`src/sv/sbq_pkg.sv`:
```
// Shared types, constants and coefficient conversion for the selectable biquad filter.
package sbq_pkg;

  // Fraction bits of the delay registers (w values).
  localparam int DELAY_FRAC = 12;

  // Table values are given in units of 1e-8.
  localparam longint DEC_SCALE = 64'sd100000000;

  // Coefficient table: index = filter_kind*16 + rate_select*4 + column,
  // columns are b0, b1, a1, a2 (b2 equals b0, a0 is one).
  localparam longint COEF_DEC [32] = '{
    64'sd6745527,   64'sd13491055,   -64'sd114298050, 64'sd41280160,
    64'sd1335920,   64'sd2671840,    -64'sd164745998, 64'sd70089678,
    64'sd362168,    64'sd724336,     -64'sd182269493, 64'sd83718165,
    64'sd94469,     64'sd188938,     -64'sd191119707, 64'sd91497583,
    64'sd63894553,  -64'sd127789105, -64'sd114298050, 64'sd41280160,
    64'sd83708919,  -64'sd167417838, -64'sd164745998, 64'sd70089678,
    64'sd91496914,  -64'sd182993829, -64'sd182269493, 64'sd83718165,
    64'sd95654323,  -64'sd191308645, -64'sd191119707, 64'sd91497583
  };

  // Coefficient column in the table.
  typedef enum logic [1:0] {
    C_B0 = 2'd0,
    C_B1 = 2'd1,
    C_A1 = 2'd2,
    C_A2 = 2'd3
  } coef_sel_t;

  // Multiplier data operand.
  typedef enum logic [1:0] {
    D_W1 = 2'd0,
    D_W2 = 2'd1,
    D_WN = 2'd2
  } data_sel_t;

  // Command word from controller to datapath.
  typedef struct packed {
    logic      load_x;   // load w accumulator with the scaled input sample
    logic      sub_w;    // subtract product from w accumulator
    logic      latch_w;  // round and saturate w into the new-w register
    logic      load_y;   // load y accumulator with product
    logic      add_y;    // add product to y accumulator
    logic      finish;   // write result register and shift the delays
    coef_sel_t coef_sel;
    data_sel_t data_sel;
  } sbq_cmd_t;

  // Round half away from zero of dec * 2^frac / 1e8.
  function automatic longint to_coef(longint dec, int frac);
    longint mag;
    longint q;
    mag = (dec < 0) ? -dec : dec;
    q = (mag * (longint'(1) << frac) + DEC_SCALE / 2) / DEC_SCALE;
    return (dec < 0) ? -q : q;
  endfunction

endpackage

```
`src/sv/sbq_ctrl.sv`:
```
// Sequencer for the shared multiply-accumulate schedule of the biquad filter.
module sbq_ctrl
  import sbq_pkg::*;
(
  input  logic     clk,
  input  logic     rst,
  input  logic     s_tvalid,
  output logic     s_tready,
  output logic     m_tvalid,
  input  logic     m_tready,
  output sbq_cmd_t cmd
);

  typedef enum logic [2:0] {
    S_IDLE,
    S_MA1,
    S_MA2,
    S_MB1,
    S_MB0,
    S_MBW,
    S_SUM,
    S_OUT
  } state_t;

  state_t state;
  logic   out_free;

  assign s_tready = (state == S_IDLE);
  assign out_free = !m_tvalid || m_tready;

  always_comb begin
    cmd          = '0;
    cmd.coef_sel = C_B0;
    cmd.data_sel = D_W1;
    unique case (state)
      S_IDLE: begin
        cmd.load_x = s_tvalid;
      end
      S_MA1: begin
        cmd.coef_sel = C_A1;
        cmd.data_sel = D_W1;
      end
      S_MA2: begin
        cmd.sub_w    = 1'b1;
        cmd.coef_sel = C_A2;
        cmd.data_sel = D_W2;
      end
      S_MB1: begin
        cmd.sub_w    = 1'b1;
        cmd.coef_sel = C_B1;
        cmd.data_sel = D_W1;
      end
      S_MB0: begin
        cmd.latch_w  = 1'b1;
        cmd.load_y   = 1'b1;
        cmd.coef_sel = C_B0;
        cmd.data_sel = D_W2;
      end
      S_MBW: begin
        cmd.add_y    = 1'b1;
        cmd.coef_sel = C_B0;
        cmd.data_sel = D_WN;
      end
      S_SUM: begin
        cmd.add_y = 1'b1;
      end
      S_OUT: begin
        cmd.finish = out_free;
      end
    endcase
  end

  always_ff @(posedge clk) begin
    if (rst) begin
      state    <= S_IDLE;
      m_tvalid <= 1'b0;
    end else begin
      // Raise valid when a result is written, drop it once the transaction completes.
      if (state == S_OUT && out_free) begin
        m_tvalid <= 1'b1;
      end else if (m_tready) begin
        m_tvalid <= 1'b0;
      end
      unique case (state)
        S_IDLE: begin
          if (s_tvalid) begin
            state <= S_MA1;
          end
        end
        S_MA1: state <= S_MA2;
        S_MA2: state <= S_MB1;
        S_MB1: state <= S_MB0;
        S_MB0: state <= S_MBW;
        S_MBW: state <= S_SUM;
        S_SUM: state <= S_OUT;
        S_OUT: begin
          if (out_free) begin
            state <= S_IDLE;
          end
        end
      endcase
    end
  end

  // Never overwrite a result that is still waiting.
  assert property (@(posedge clk) disable iff (rst) cmd.finish |-> (!m_tvalid || m_tready))
    else $error("result register overwritten while stalled");

  // An accepted sample starts the multiply schedule.
  assert property (@(posedge clk) disable iff (rst) (s_tvalid && s_tready) |=> state == S_MA1)
    else $error("accepted sample did not start the schedule");

  // A result appears only after a finish command.
  assert property (@(posedge clk) disable iff (rst) $rose(m_tvalid) |-> $past(cmd.finish))
    else $error("output valid without finish");

  // No new sample is taken while the schedule runs.
  assert property (@(posedge clk) disable iff (rst) (state != S_IDLE) |-> !s_tready)
    else $error("input ready during schedule");

endmodule

```
`src/sv/sbq_dp.sv`:
```
// Datapath of the biquad filter: coefficient table, shared multiplier, accumulators, delays.
module sbq_dp
  import sbq_pkg::*;
#(
  parameter int SAMPLE_WIDTH = 16,
  parameter int DELAY_WIDTH  = 40,
  parameter int COEF_WIDTH   = 24
) (
  input  logic                           clk,
  input  logic                           rst,
  input  sbq_cmd_t                       cmd,
  input  logic                           clr,
  input  logic                           filter_kind,
  input  logic [1:0]                     rate_select,
  input  logic signed [SAMPLE_WIDTH-1:0] sample_in,
  output logic signed [SAMPLE_WIDTH-1:0] sample_out,
  output logic                           clipped
);

  localparam int CF     = COEF_WIDTH - 2;
  localparam int XSH    = CF + DELAY_FRAC;
  localparam int PROD_W = COEF_WIDTH + DELAY_WIDTH;
  localparam int BIG_W  = (PROD_W > SAMPLE_WIDTH + XSH) ? PROD_W : SAMPLE_WIDTH + XSH;
  localparam int ACC_W  = BIG_W + 3;
  localparam int WS_W   = ACC_W - CF;
  localparam int YS_W   = ACC_W - XSH;

  localparam logic signed [ACC_W-1:0] HALF_W = ACC_W'(1) << (CF - 1);
  localparam logic signed [ACC_W-1:0] HALF_Y = ACC_W'(1) << (XSH - 1);
  localparam logic signed [DELAY_WIDTH-1:0] W_MAX = {1'b0, {(DELAY_WIDTH-1){1'b1}}};
  localparam logic signed [DELAY_WIDTH-1:0] W_MIN = {1'b1, {(DELAY_WIDTH-1){1'b0}}};
  localparam logic signed [SAMPLE_WIDTH-1:0] Y_MAX = {1'b0, {(SAMPLE_WIDTH-1){1'b1}}};
  localparam logic signed [SAMPLE_WIDTH-1:0] Y_MIN = {1'b1, {(SAMPLE_WIDTH-1){1'b0}}};

  logic signed [COEF_WIDTH-1:0]  coef_rom [32];
  logic signed [COEF_WIDTH-1:0]  mul_a;
  logic signed [DELAY_WIDTH-1:0] mul_b;
  logic signed [PROD_W-1:0]      prod;
  logic signed [ACC_W-1:0]       prod_ext;
  logic signed [ACC_W-1:0]       acc_w;
  logic signed [ACC_W-1:0]       acc_y;
  logic signed [DELAY_WIDTH-1:0] delay_one;
  logic signed [DELAY_WIDTH-1:0] delay_two;
  logic signed [DELAY_WIDTH-1:0] w_new;
  logic signed [ACC_W-1:0]       w_round;
  logic signed [ACC_W-1:0]       y_round;
  logic [WS_W-1:0]               w_shift;
  logic [YS_W-1:0]               y_shift;
  logic [WS_W-DELAY_WIDTH:0]     w_top;
  logic [YS_W-SAMPLE_WIDTH:0]    y_top;
  logic signed [DELAY_WIDTH-1:0] w_sat;
  logic signed [SAMPLE_WIDTH-1:0] y_sat;
  logic                          y_clip;

  // Constant coefficient table, scaled for this coefficient width.
  for (genvar g = 0; g < 32; g++) begin : g_rom
    assign coef_rom[g] = COEF_WIDTH'(to_coef(COEF_DEC[g], CF));
  end

  assign mul_a = coef_rom[{filter_kind, rate_select, cmd.coef_sel}];

  always_comb begin
    unique case (cmd.data_sel)
      D_W1:    mul_b = delay_one;
      D_W2:    mul_b = delay_two;
      D_WN:    mul_b = w_new;
      default: mul_b = delay_one;
    endcase
  end

  assign prod_ext = ACC_W'(prod);

  // Round half up, drop fraction bits, saturate.
  assign w_round = acc_w + HALF_W;
  assign w_shift = w_round[ACC_W-1:CF];
  assign w_top   = w_shift[WS_W-1:DELAY_WIDTH-1];
  always_comb begin
    if ((&w_top) || !(|w_top)) begin
      w_sat = w_shift[DELAY_WIDTH-1:0];
    end else begin
      w_sat = w_top[WS_W-DELAY_WIDTH] ? W_MIN : W_MAX;
    end
  end

  assign y_round = acc_y + HALF_Y;
  assign y_shift = y_round[ACC_W-1:XSH];
  assign y_top   = y_shift[YS_W-1:SAMPLE_WIDTH-1];
  always_comb begin
    y_clip = !((&y_top) || !(|y_top));
    if (y_clip) begin
      y_sat = y_top[YS_W-SAMPLE_WIDTH] ? Y_MIN : Y_MAX;
    end else begin
      y_sat = y_shift[SAMPLE_WIDTH-1:0];
    end
  end

  always_ff @(posedge clk) begin
    prod <= mul_a * mul_b;
    if (cmd.load_x) begin
      acc_w <= ACC_W'(sample_in) <<< XSH;
    end else if (cmd.sub_w) begin
      acc_w <= acc_w - prod_ext;
    end
    if (cmd.load_y) begin
      acc_y <= prod_ext;
    end else if (cmd.add_y) begin
      acc_y <= acc_y + prod_ext;
    end
    if (cmd.latch_w) begin
      w_new <= w_sat;
    end
    if (cmd.finish) begin
      sample_out <= y_sat;
      clipped    <= y_clip;
    end
  end

  // Delay line: cleared at reset and on any configuration write.
  always_ff @(posedge clk) begin
    if (rst || clr) begin
      delay_one <= '0;
      delay_two <= '0;
    end else if (cmd.finish) begin
      delay_two <= delay_one;
      delay_one <= w_new;
    end
  end

endmodule

```
`src/sv/selectable_biquad_iir_filter_unit.sv`:
```
// Top level of the selectable second-order Butterworth biquad filter unit.
//
// Usage:
//   s_* channel takes one signed sample per transaction; s_tdata carries
//   sample_in in its low SAMPLE_WIDTH bits. m_* channel returns one filtered
//   sample per input transaction; m_tdata carries sample_out, m_tuser carries
//   clipped (set when the result saturated to the sample range).
//   The APB port holds filter_kind (address 0) and rate_select (address 4);
//   together they pick one of eight coefficient sets. Any write clears both
//   delay registers; write only while the filter is idle.
// Timing:
//   Each sample passes through one accept state and seven schedule steps of
//   the single shared multiplier, which forms the five products a1*w1,
//   a2*w2, b1*w1, b0*w2 and b0*w in sequence, before its result appears
//   on m_*. A new sample is accepted only once the previous one has left
//   the multiply schedule; no sample is taken while a schedule runs.
//   If the receiver stalls, the result waits in the output register and the
//   next sample is still accepted and processed; its final step holds until
//   the register frees up.
// Reset: synchronous rst clears both delays, selects lowpass at 100 Hz and
//   empties the output register.
module selectable_biquad_iir_filter_unit
  import sbq_pkg::*;
#(
  parameter int SAMPLE_WIDTH = 16,
  parameter int DELAY_WIDTH  = 40,
  parameter int COEF_WIDTH   = 24
) (
  input  logic                                 clk,
  input  logic                                 rst,
  // APB configuration port
  input  logic                                 psel,
  input  logic                                 penable,
  input  logic                                 pwrite,
  input  logic [2:0]                           paddr,
  input  logic [31:0]                          pwdata,
  output logic [31:0]                          prdata,
  output logic                                 pready,
  // input stream
  input  logic                                 s_tvalid,
  output logic                                 s_tready,
  input  logic [((SAMPLE_WIDTH+7)/8)*8-1:0]    s_tdata,   // sample_in, zero pad
  // output stream
  output logic                                 m_tvalid,
  input  logic                                 m_tready,
  output logic [((SAMPLE_WIDTH+7)/8)*8-1:0]    m_tdata,   // sample_out, zero pad
  output logic                                 m_tuser    // clipped
);

  localparam int TDW = ((SAMPLE_WIDTH + 7) / 8) * 8;

  // Register index taken from the word address bit.
  localparam logic REG_FILTER_KIND = 1'b0;
  localparam logic REG_RATE_SELECT = 1'b1;

  logic                           filter_kind;
  logic [1:0]                     rate_select;
  logic                           cfg_wr;
  logic signed [SAMPLE_WIDTH-1:0] sample_out;
  logic                           clipped;
  sbq_cmd_t                       cmd;

  assign pready = 1'b1;
  assign cfg_wr = psel && penable && pwrite && pready;

  // Configuration registers; the low address bits are ignored.
  always_ff @(posedge clk) begin
    if (rst) begin
      filter_kind <= 1'b0;
      rate_select <= 2'd0;
    end else if (cfg_wr) begin
      unique case (paddr[2])
        REG_FILTER_KIND: filter_kind <= pwdata[0];
        REG_RATE_SELECT: rate_select <= pwdata[1:0];
      endcase
    end
  end

  // Read back the selected register.
  always_comb begin
    unique case (paddr[2])
      REG_FILTER_KIND: prdata = {31'd0, filter_kind};
      REG_RATE_SELECT: prdata = {30'd0, rate_select};
    endcase
  end

  // Sequence the five products through the shared multiplier.
  sbq_ctrl u_ctrl (
    .clk      (clk),
    .rst      (rst),
    .s_tvalid (s_tvalid),
    .s_tready (s_tready),
    .m_tvalid (m_tvalid),
    .m_tready (m_tready),
    .cmd      (cmd)
  );

  // Multiply, accumulate, round and hold the delays.
  sbq_dp #(
    .SAMPLE_WIDTH (SAMPLE_WIDTH),
    .DELAY_WIDTH  (DELAY_WIDTH),
    .COEF_WIDTH   (COEF_WIDTH)
  ) u_dp (
    .clk         (clk),
    .rst         (rst),
    .cmd         (cmd),
    .clr         (cfg_wr),
    .filter_kind (filter_kind),
    .rate_select (rate_select),
    .sample_in   (s_tdata[SAMPLE_WIDTH-1:0]),
    .sample_out  (sample_out),
    .clipped     (clipped)
  );

  // Zero-fill the result up to whole bytes.
  assign m_tdata = TDW'($unsigned(sample_out));
  assign m_tuser = clipped;

endmodule

```
`config.mk`:
```
export PLATFORM = sky130hd
export DESIGN_NAME = selectable_biquad_iir_filter_unit
export DESIGN_NICKNAME = d
export VERILOG_FILES = /design/src/sv/sbq_pkg.sv /design/src/sv/sbq_ctrl.sv /design/src/sv/sbq_dp.sv /design/src/sv/selectable_biquad_iir_filter_unit.sv
export SDC_FILE = /design/constraint.sdc
export NUM_CORES = 2
export LEC_CHECK = 0
export BUFFER_PORTS_ARGS = -buffer_cell sky130_fd_sc_hd__buf_2
export CORE_UTILIZATION = 38
export DETAILED_ROUTE_END_ITERATION = 8
export PLACE_DENSITY = 0.52
export SLEW_MARGIN = 20
export SYNTH_ARGS = -nofsm -noshare
export SYNTH_HDL_FRONTEND = slang
export SYNTH_SLANG_ARGS = --single-unit
```
`constraint.sdc`:
```
create_clock -name clk -period 9.2 [get_ports clk]
set_input_delay 2.3 -clock clk [delete_from_list [all_inputs] [get_ports clk]]
set_output_delay 2.3 -clock clk [all_outputs]
set_load 0.03 [all_outputs]
```
### Word-level counts from Yosys, hierarchy flattened

Memories as Yosys holds them, arrays and structs flattened.
Cells that the tools add are included.

* bits in registers: 342
* memory bits (read-only): 768
* input bits: 58
* output and inout bits: 52
* word-level logic and storage cells: 80
* memories kept: 1

Memories
* (no name shown): depth 32, width 24, rd ports 1, clocked after Yosys merged registers in 0, wr ports 0, RTL line sbq_dp.sv:60 `assign mul_a = coef_rom[{filter_kind, rate_select, cmd.coef_sel}];`

* add/subtract/negate cells: 4
* multipliers: 1
* magnitude comparators: 1
* equality and inequality tests: 11
* mux-type cells: 23
* bitwise gates (word level): 2
* reduce and logical (&&, ||, !) cells: 24

Operators with widths (count)
* $mux 67: 4
* $mux 40: 2
* $pmux 40 s2: 1
* $add 67x23->67 const B: 1
* $add 67x35->67 const B: 1
* $add 67x64->67: 1
* $sub 67x64->67: 1
* $mul 24x40->64: 1
* $pmux 32 s2: 1
* $mux 24: 2
* $mux 16: 2
* $pmux 3 s8: 1
* $pmux 4 s5: 1
* $reduce_and 18->1: 1
* $reduce_or 18->1: 1
* $eq 3x3->1 const B: 4
* $eq 3x2->1 const B: 2
* $ge 6x6->1 const B: 1
* $mux 1: 6
* $mux 3: 2
* $not 5->6: 1
* $reduce_and 2->1: 3
* $reduce_and 6->1: 1
* $reduce_bool 2->1: 3
* 13 further kinds: 22

### Depth between registers and ports, before layout

* depth in word-level cells: 7
* depth in mapped cells: 41
* depth with buffers taken out: 38

### By module

From an unflattened synthesis, not the netlist that was laid out.

* cells, all modules: 6488
* area total of the unflattened synthesis: 55580.8 µm²

By module, submodules not included
* sbq_dp: times used 1, cells an instance 6393, area an instance 54790.0 µm², sequential area each 8277.9 µm²
* selectable_biquad_iir_filter_unit: times used 1, cells an instance 49, area an instance 406.6 µm², sequential area each 60.1 µm²
* sbq_ctrl: times used 1, cells an instance 46, area an instance 384.1 µm², sequential area each 80.1 µm²

### Worst setup path after synthesis

No wires, ideal clock.

* path type: register to register
* from: register u_ctrl.state[0]
* to: register u_dp.prod[58]
* setup time: 112 ps
* data arrival time: 9273 ps
* data required time: 9088 ps
* slack: -185 ps
* cell stages (with the launch flop): 36
* buffers on the path: 2
* clock period less this slack: 9385 ps
* path through: dfxtp_1 inv_1 ha_1 o21ai_0 clkinv_1 ha_1 nand2b_1 or2_2 a21oi_1 a211o_1 clkbuf_1 buf_1 nor2_1 fa_1 fa_1 inv_1 fa_1 fa_1 inv_1 fa_1 fa_1 inv_1 fa_1 inv_1 ha_1 a21o_1 a21o_1 a21o_1 a211oi_1 o21ai_0 a311oi_1 o21bai_2 a31oi_2 o21ai_2 mux2i_1 a2111oi_1

* longest elaborated chain between the ends: 7
* elaborated cells between the ends (all ways): 14
* classes of those cells: 1 x mul; 7 x eq/ne; 4 x mux; 1 x bitwise; 1 x memory

RTL lines
* start: declaration: RTL line sbq_ctrl.sv:25 `state_t state;`
* start signal: assignment: RTL line sbq_ctrl.sv:75 `state <= S_IDLE;`
* start signal: assignment: RTL line sbq_ctrl.sv:87 `state <= S_MA1;`
* start signal: assignment: RTL line sbq_ctrl.sv:90 `S_MA1: state <= S_MA2;`
* $eq 3x3->1, or another cell as far along: RTL line sbq_ctrl.sv:35 `unique case (state)`
* $pmux 4 s5 *: RTL line sbq_ctrl.sv:35
* $not 5->6 (implied by the code): RTL line sbq_dp.sv:60
* $mem_v2 32x24
* $mux 24 (implied by the code) (2 in series): RTL line sbq_dp.sv:60
* $mul 24x40->64 *: RTL line sbq_dp.sv:98 `prod <= mul_a * mul_b;`
* end signal: assignment: RTL line sbq_dp.sv:98
* end: declaration: RTL line sbq_dp.sv:38 `logic signed [PROD_W-1:0] prod;`

Every way passes the cells marked *; elsewhere a longest branch is shown, timed or not. The select of a mux whose other input is x is not followed.
A chain may end at the register's enable or synchronous reset.

### Worst setup path in the final report

* from: register u_ctrl.state[0]
* to: register u_dp.prod[56]

The elaborated chain is that of the path after synthesis.

==> summary.md <==
| Metric | Value |
|---|---|
| Root buffer selected by CTS | `clkbuf_16` |
| Crit. End Element | `flip-flop` |
| Clk Latency, worst-skew pair | `590 ps` |
| Total of warnings raised by yosys | `0` |
| DRT Pass-1 Iters | `5` |
| Number of max-capacitance violations reported | `0` |
| Crit path capture | `u_dp.prod[56]` |
| Mean cell area of the mapped netlist | `8.49 sq um` |
| Slew of the pin with the lowest slew margin | `1070 ps` |
| DIE HEIGHT | `383 um` |
| Residual DRC count | `0` |
| Crit. path cell count | `40` |
| Remaining number of nets flagged by the antenna check after routing | `0` |
| Std-Cell Core Area | `144,000 sq um` |
| HP Class | `reg -> reg` |
| Count of different cell masters after synthesis | `106` |
| Final critical delay including setup and external delays | `8990 ps` |
| Worst setup path startpoint | `u_ctrl.state[0]` |
| Maximum fanout along the worst path | `6` |
| Relative max-transition margin | `28.4%` |
| WP buf/inv | `15` |
| Commonest cells in the synthesized netlist | `inv_1 (1,088), fa_1 (922), nand2_1 (861), nor2_1 (726), a21oi_1 (393)` |
| Fin crit share | `97.7%` |
| Total detailed-routing wirelength | `173,000 um` |
| Number of pins exceeding their max-slew limit in the final report | `0` |
| Post-layout power | `14.4 mW` |
| Initial antenna violation count | `3` |
| Final setup violating endpoints | `0` |
| Largest net degree at the start of global routing | `81` |
| Post-Layout Cell Count | `8,740` |
| Nets@finish | `8,140` |
| Worst r2r path cells | `40` |
| Summed negative setup slack over all endpoints | `0 ps` |
| Type of element launching the critical path | `flip-flop` |
| # clock sinks | `342` |
| Total count of hold-check failures in the final report | `0` |
| Number of buffers added by the clock tree synthesis step | `36` |
| Area delta synth->final | `15.3%` |
| Run status | `finished, final reports clean` |
| Register-to-register path setup slack | `210 ps` |
| Sum of overflow across all layers after global routing | `0` |
| Clock tree skew after final layout | `42.0 ps` |
| Horizontal extent of the die | `383 um` |
| H-tree levels | `2` |
| Leakage power total | `29.8 nW` |
| Endpoint of the worst register-to-register path | `u_dp.prod[56]` |
| Dominant cell type by count on the critical path | `fa_1` |
| IO Count | `110` |
| Number of placement rows | `139` |
| Setup repair after global routing missed its margin | `yes` |
| DRC marker count from the first detailed-route iteration | `3,789` |
| Routed wire length per instance | `19.8 um` |
| Post-synth ARST share | `0%` |
| Flops & latches, synth | `342` |
| Proportion of layout cells with a drive suffix above 1 | `13.2%` |
| Area share of the largest cell type after synthesis | `33.4%` |
| Top achievable clock speed | `0.111 GHz` |
| Most instantiated library cell after synthesis | `inv_1` |
| Sequential area share after synthesis | `15.2%` |
| Buffers from clock root to sink, at most | `3` |
| Starting density of the core | `38.4%` |
| Total GRT Usage | `24.0%` |
| TritonCTS clock tree | `done` |
| Global-route wire length before repair | `274,000 um` |
| Critical path data required time | `9700 ps` |
| Total via count in the routed design | `45,100` |
| Power Density | `227 nW/um^2` |
| Placement-stage worst setup slack | `-294 ps` |
| Critical-path top delay cell | `fa_1` |
| Estimated wirelength of the detail-placed design | `144,000 um` |
| Worst stage delay on the critical path | `580 ps` |
| Worst setup path category | `reg -> reg` |
| Cell count after synthesis | `6,512` |
| Top post-synthesis cells by area | `fa_1 (33%), edfxtp_1 (8.5%), ha_1 (8.0%), inv_1 (7.4%), dfxtp_1 (6.7%)` |
| Family with the most delay on the worst path | `adder cells` |
| Clock-pin transition on the worst setup and hold timing paths | `70 ps` |
| Critical Path AT | `9480 ps` |
| Origin of the critical flop-to-flop path | `u_ctrl.state[0]` |
| Instance count after placement with tap cells included | `8,627` |
| Peak ir drop on the vdd network | `0.193 mV` |
| Number of buffers inserted by hold repair at cts | `0` |
| Biggest area consumer among synthesized cells | `fa_1` |
| Post-synth design cell area | `55,300 sq um` |
| Avg Vias per Cell | `5.16` |
| Number of buffers added on ports | `46` |
| Setup slack after layout | `214 ps` |
| Via count of the first global-routing pass | `46,200` |
| Area enclosed by the die boundary | `147,000 sq um` |
| Count of flip-flops with a built-in enable after synthesis | `157` |
| RePlAce Congestion | `0.908` |
| Prevailing post-synth register cell | `dfxtp_1` |
## through the flow
| step | instance area (sq um) | utilization (%) | hold WS [ps] |
|---|---|---|---|
| final | 63700 | 44.2 | 456 |
| after floorplan | 55400 | - | 436 |
| after global placement | 61100 | 42.4 | 442 |
| after global routing | 63700 | 44.2 | 474 |
| after detailed placement | 61100 | 42.4 | 447 |
| after CTS | 62400 | 43.4 | 456 |
## final cells by class
cell class / count / area (sq um)
Fill cell: 14300 / 80300
Multi-Input combinational cell: 4754 / 42400
Sequential cell: 342 / 8420
Timing Repair Buffer: 582 / 5240
Inverter: 1092 / 4100
Tap cell: 1903 / 2380
Clock buffer: 49 / 1030
Clock inverter: 17 / 121
Antenna cell: 1 / 2.50
## metal layers
metal  global-route usage, %  part of all wire, %  up-vias  wire [um]
met4                    4.95                  2.2        0       3870
met3                    2.23                  5.4      166       9310
li1                        -                    -    21200          -
met1                    36.5                   49    22500      84200
met5                       0                    0        -          0
met2                    36.7                   44     1223      76100
## worst min-delay path by stage
stage	endpoint	slack [ps]	startpoint	cells past startpoint
floorplan	u_dp.acc_w[10]	440	u_dp.acc_w[10]	2
global placement	u_dp.delay_two[28]	440	u_dp.delay_two[28]	2
detailed placement	u_dp.delay_two[23]	450	u_dp.delay_two[23]	2
CTS	u_dp.delay_two[23]	460	u_dp.delay_two[23]	2
global route	u_dp.delay_two[36]	470	u_dp.delay_two[36]	2
finish	u_dp.delay_two[9]	460	u_dp.delay_two[9]	2
## worst min-delay path, cell delays in order, from the launching register on
cell	delay, ps
dfxtp_1	310
nand2_1	50
a21oi_1	50
## where the power goes
| part | switching (mW) | leakage [nW] | internal [mW] |
|---|---|---|---|
| clock network | 0.670 | 0.567 | 0.798 |
| registers | 0.341 | 2.95 | 2.02 |
| logic | 6.27 | 26.2 | 4.34 |
| total | 7.28 | 29.8 | 7.16 |
## what timing repair did
item | in CTS | in global routing
endpoints found under the setup margin | 17 | 24
gates cloned | 1 | 5
buffers inserted | 8 | 32
pin swaps | 5 | 98
endpoints found under the hold margin | 0 | 0
resized for setup | 33 | 223
## placed cells by master (no fill, tap or decap), types with 37 or more instances in the layout
master / count
a21oi_1: 374
nor2_1: 690
fa_1: 894
buf_4: 432
o21a_1: 68
xor2_1: 93
xnor2_1: 143
nand2_1: 858
a22oi_1: 37
and3_1: 44
buf_2: 47
inv_1: 1076
ha_1: 327
edfxtp_1: 157
a21o_1: 151
nand3_1: 99
o21bai_1: 37
o21ai_0: 160
clkbuf_16: 42
nand2b_1: 47
nor3_1: 41
buf_12: 58
nand4_1: 49
buf_6: 38
o21ai_1: 84
dfxtp_1: 181
## logic make-up after synthesis
logic type | count (synthesis) | share of synthesized area (%)
adders and majority gates | 1274 | 41.4
and+or+nand+nor | 2000 | 15.5
xor gates and xnor gates | 237 | 3.79
other | 2 | 0.0136
DFF | 342 | 15.2
buffers and inverters | 1446 | 10.1
AOI/OAI and AO/OA | 1182 | 13.5
muxes | 29 | 0.532
## state kept, by name, indices dropped and copies added, names as in the netlist
register,count
u_dp.acc_y,67
rate_select,2
filter_kind,1
u_dp.delay_one,40
u_dp.clipped,1
u_dp.delay_two,40
u_dp.prod,64
u_dp.w_new,40
u_ctrl.state,3
u_dp.acc_w,67
u_dp.sample_out,16
u_ctrl.m_tvalid,1
Power figures use the tool's default switching activity.
